**src/sv/log_law_wind_profile_assert.svh**
```systemverilog
// assertion macros used by log_law_wind_profile
`ifndef LOG_LAW_WIND_PROFILE_ASSERT_SVH
`define LOG_LAW_WIND_PROFILE_ASSERT_SVH

// implication checked at every rising clock edge outside reset
`define LLWP_ASSERT_IMP(label, ante, cons, msg) \
   label: assert property (@(posedge clock) disable iff (reset) (ante) |-> (cons)) \
      else $error(msg);

// next-cycle implication checked outside reset
`define LLWP_ASSERT_NXT(label, ante, cons, msg) \
   label: assert property (@(posedge clock) disable iff (reset) (ante) |=> (cons)) \
      else $error(msg);

`endif

```
**src/sv/llwp_norm.sv**
```systemverilog
module llwp_norm
#(
   parameter int W   = 37,
   parameter int LTB = 8
)
(
   input  logic [W-1:0]         x,
   output logic [$clog2(W)-1:0] e,
   output logic [LTB-1:0]       k
);
   logic [W+LTB-1:0] ext;

   // leading one position
   always_comb begin
      e = '0;
      for (int i = 0; i < W; i++) begin
         if (x[i]) e = ($clog2(W))'(i);
      end
   end

   // bits just below the leading one, zero filled
   always_comb begin
      ext = {x, {LTB{1'b0}}} >> e;
      k   = ext[LTB-1:0];
   end
endmodule

```
**config.mk**
```make
export PLATFORM = sky130hd
export DESIGN_NAME = llwp_norm
export DESIGN_NICKNAME = d
export VERILOG_FILES = /design/src/sv/log_law_wind_profile_assert.svh /design/src/sv/llwp_norm.sv
export SDC_FILE = /design/constraint.sdc
export NUM_CORES = 1
export LEC_CHECK = 0
export ABC_AREA = 1
export BUFFER_PORTS_ARGS = -buffer_cell sky130_fd_sc_hd__buf_2
export CORE_AREA = 2 2 68 70
export DETAILED_ROUTE_END_ITERATION = 8
export DIE_AREA = 0 0 70 72
export PLACE_DENSITY = 0.73
export SLEW_MARGIN = 10
export SYNTH_ARGS = -nofsm -noshare
export SYNTH_HDL_FRONTEND = slang
export SYNTH_SLANG_ARGS = --single-unit
```
**constraint.sdc**
```tcl
create_clock -name vclk -period 3.2
set_input_delay 0.16 -clock vclk [all_inputs]
set_output_delay 0.16 -clock vclk [all_outputs]
set_load 0.03 [all_outputs]
```
# Word-level counts from Yosys, hierarchy flattened
# Index checks and enable logic that the tools add are counted.
# totals
regBits,0
output_inout_bits,14
wordCells,37
# op_classes
n_shift,1
muxes,36
# ops
operator,count
two-way mux 6 bit,35
>> shifter 45 x 6 -> 8 bit,1
two-way mux 1 bit,1

# Longest topological paths before layout
# logic_depth
word_depth,37
depth_mapped,45

# Worst setup path after synthesis
# Ideal clock, no wire load.
# synth_path
kind,input -> output
from,in x[4]
to,out k[5]
t_arrival_ns,2.775
required_time_ns,3.040
path_slack_ns,0.265
path_stages,21
cell_sequence,nor2_1 > o21ai_0 > nand3_1 > nand3_1 > nand3_1 > nand3_1 > nand3_1 > nand2_1 > nand2_1 > nand2_1 > nand2_1 > nand3_1 > o311ai_0 > nand2_1 > a21oi_1 > clkbuf_1 > clkbuf_1 > o21ai_1 > o21ai_1 > nand2_1 > nor2_1
# synth_via
elab_chain_cells,34
# synth_rtl
element,line,rtl
"start, declared",llwp_norm.sv:7,"input logic [W-1:0] x,"
two-way mux 6 bit (33 in series),llwp_norm.sv:17,if (x[i]) e = ($clog2(W))'(i);
via e[1],llwp_norm.sv:8,"output logic [$clog2(W)-1:0] e,"
>> shifter 45 x 6 -> 8 bit,llwp_norm.sv:23,"ext = {x, {LTB{1'b0}}} >> e;"
"end, declared",llwp_norm.sv:9,output logic [LTB-1:0] k
# The timed path passes the listed nets, and every way through them passes these cells.

# Final worst setup path
# layout_path
from,in x[2]
to,out k[0]
# layout_via
elab_chain_cells,36
# layout_rtl
element,line
two-way mux 6 bit (35 in series),llwp_norm.sv:17
>> shifter 45 x 6 -> 8 bit *,llwp_norm.sv:23
# Every way passes the cells marked *; elsewhere a longest branch is shown, timed or not.

==> run summary <==
The flow ran to the end, but the final reports show violations. The final reports fail on setup timing. The static leakage came out at 1.55 nW. Of the total power, the share spent switching nets is 0.619. The storage element area came out at 0 sq um. The final layout contains 558 nets. The synthesized netlist net count is 507. Yosys printed 0 warnings. The critical path in this run is classified as primary input to primary output. The global-route wire length before repair is 11100 um. The total core area is 0.00426 sq mm. Port buffering added 51 buffers. The number of cells on the worst hold path came out at 6.

The most common cell type on the critical path is sky130_fd_sc_hd__nand2_1. The floorplan row count is 24. The worst hold path begins at x[34]. The fraction of power consumed by sequential logic is 0.

The power density relative to cell area came out at 185 mW/mm^2. The finished layout holds 571 standard cells, fillers aside. The worst setup path is launched from a primary input. The upper clock frequency limit came out at between 300 and 400 MHz.

Across the VDD grid, the largest voltage drop is 0.000121 V. On the critical path, the stage with the largest delay is an instance of sky130_fd_sc_hd__clkbuf_16. The most common cell after layout, fill and taps aside is sky130_fd_sc_hd__nand2_1. The clock tree buffer count of the final layout is 0. Summing over every cut layer, the via total after detailed routing is between 3000 and 4000.

The path category of the worst min-delay check is primary input to primary output. The largest net degree at the start of global routing is 33. After detailed routing, the wire length on met1 is 3030 um. The height of the die came out at 72 um. The global router's overall resource usage is 0.255. The average size of a mapped cell came out at about 4.4 sq um.

The initial antenna violation count came out at 0. The count of nets left with antenna violations once routing finished came out at 0. The relative area change from synthesis to final layout is 35.6%. The effective utilization at floorplan came out at 0.482. The total count of hold-check failures in the final report is 0. Wire segments on met2 add up to 3930 um in the final route. The clock power share came out at 0. The layout cell share with drive strength beyond 1 came out at 0.245.

The slew at the pin closest to its max-slew limit came out at 0.534 ns. The sum of routed wire length over all layers came out at 7900 um. The floorplan die width is roughly 70 um. The count of pins over their slew limit came to 0.

The reported net switching power is 0.320 mW. Dividing the detail-routed wire length by the instance count gives around 14 um. The top cell types in the final layout, fill and taps aside, are 159 x sky130_fd_sc_hd__nand2_1, 127 x sky130_fd_sc_hd__nand3_1, 42 x sky130_fd_sc_hd__inv_1. Measured against its own limit, the worst slew margin works out to 0.644.

The aggregate global routing overflow is 0. Setup violations remaining at the end of the flow were counted as 8. Once placement completed, the tool counted placed cells totaling 565.

The placer's final routability congestion estimate came out at 0.933. The diode insertion count for antenna repair came out at 0. The number of hold buffers added after CTS was 0. STA classifies the critical path endpoint as a primary output. The first detailed-routing pass took 5 iterations. The time the final worst path needs with I/O delays and setup is 3.26 ns. The via count of the first global-routing pass is 2650. The endpoint arrival time on the critical path is 3.10 ns.

The power share of the combinational group is 1.000. The launching instance or port of the critical path is x[2]. Once detailed placement completed, the half-perimeter wirelength came to 5320 um. Setup repair after global routing could not meet its margin everywhere. Once routing completed, OpenROAD measured the worst setup slack at -0.0555 ns.

The final clock period utilization by the worst path came out at 1.02. For this run, the slowest stage of the critical path takes about 0.17 ns. The peak fanout along the critical path came out at 7. The topmost layer with routed signal wires is met4. The part of the Yosys area used for sequential elements came out at 0. The cell area after synthesis is 0.00206 sq mm.

The area of the die came out at roughly 0.0050 sq mm. The total number of sequential cells came out at 0. The cell count after synthesis came out at 470. The synthesized netlist contains 23 unique library cells. The detailed-routed wire length on met3 came out at around 730 um.

In the routed layout, each cell is associated on average with a via count of 5.86. The internal power component came out at 0.197 mW. After detailed routing, the number of remaining DRC violations is 0. The starting DRC count in detailed routing came out at 370. The number of max-cap violations is 0. The I/O pin count is 51. The setup slack after placement is -0.0473 ns. The data required time at the worst endpoint is a little over 3 ns.
## critical path, delay by kind of cell
family,cells,cell delay (ns)
buffers and inverters,5,0.51
and+or+nand+nor,42,2.40
## metrics by stage
stage,instance area [sq um],hold slack [ns],utilization,TNS [ns],total power [mW]
floorplan,2060,0.601,-,0,0.303
detailed placement,2430,0.840,0.569,-0.197,0.422
finish,2790,0.835,0.654,-0.331,0.517
global route,2790,0.896,0.654,-3.39,0.560
CTS,2480,0.833,0.582,-0.0441,0.439
global placement,2430,0.832,0.569,0,0.416
## kinds of logic after synthesis
kind of cell	count (synthesis)	synth area share
AOI/OAI and AO/OA	27	0.0743
and+or+nand+nor	370	0.774
buffers and inverters	73	0.152
## layer usage
| metal | GRT usage | up-vias |
|---|---|---|
| met5 | 0 | - |
| met4 | 0.0748 | 0 |
| met3 | 0.0139 | 31 |
| met2 | 0.456 | 209 |
| met1 | 0.333 | 1476 |
| li1 | - | 1631 |
## final timing paths
check	end	slack, ns
hold / removal	k[6]	0.83
setup / recovery	k[0]	-0.06
## timing repair
item | CTS | global route
setup endpoints to repair | 8 | 8
cloned | 0 | 4
buffers inserted | 0 | 2
pin swaps | 0 | 19
resized for setup | 17 | 55
## final cells by class
class	instances	area, sq um
repair buffers	74	599
multi-input cells	397	1940
fillers	409	1480
inverters	48	183
well taps	52	65.1
## synth_stat cells, drive strengths merged, types with 2 or more instances
cell type,instances,area share
buf,10,0.037
o21ai,18,0.046
clkinv,2,0.0037
a21oi,4,0.0097
nand3,145,0.35
o211ai,3,0.011
nor2,40,0.073
inv,46,0.084
clkbuf,15,0.027
nor4,2,0.0061
nand2,181,0.34
## power groups by stage
stage,clock network [mW],logic (mW),registers (mW)
2_1_floorplan,0,0.303,0
3_3_place_gp,0,0.416,0
3_5_place_dp,0,0.422,0
4_1_cts,0,0.439,0
5_1_grt,0,0.560,0
6_report,0,0.517,0
Power figures use the tool's default switching activity.
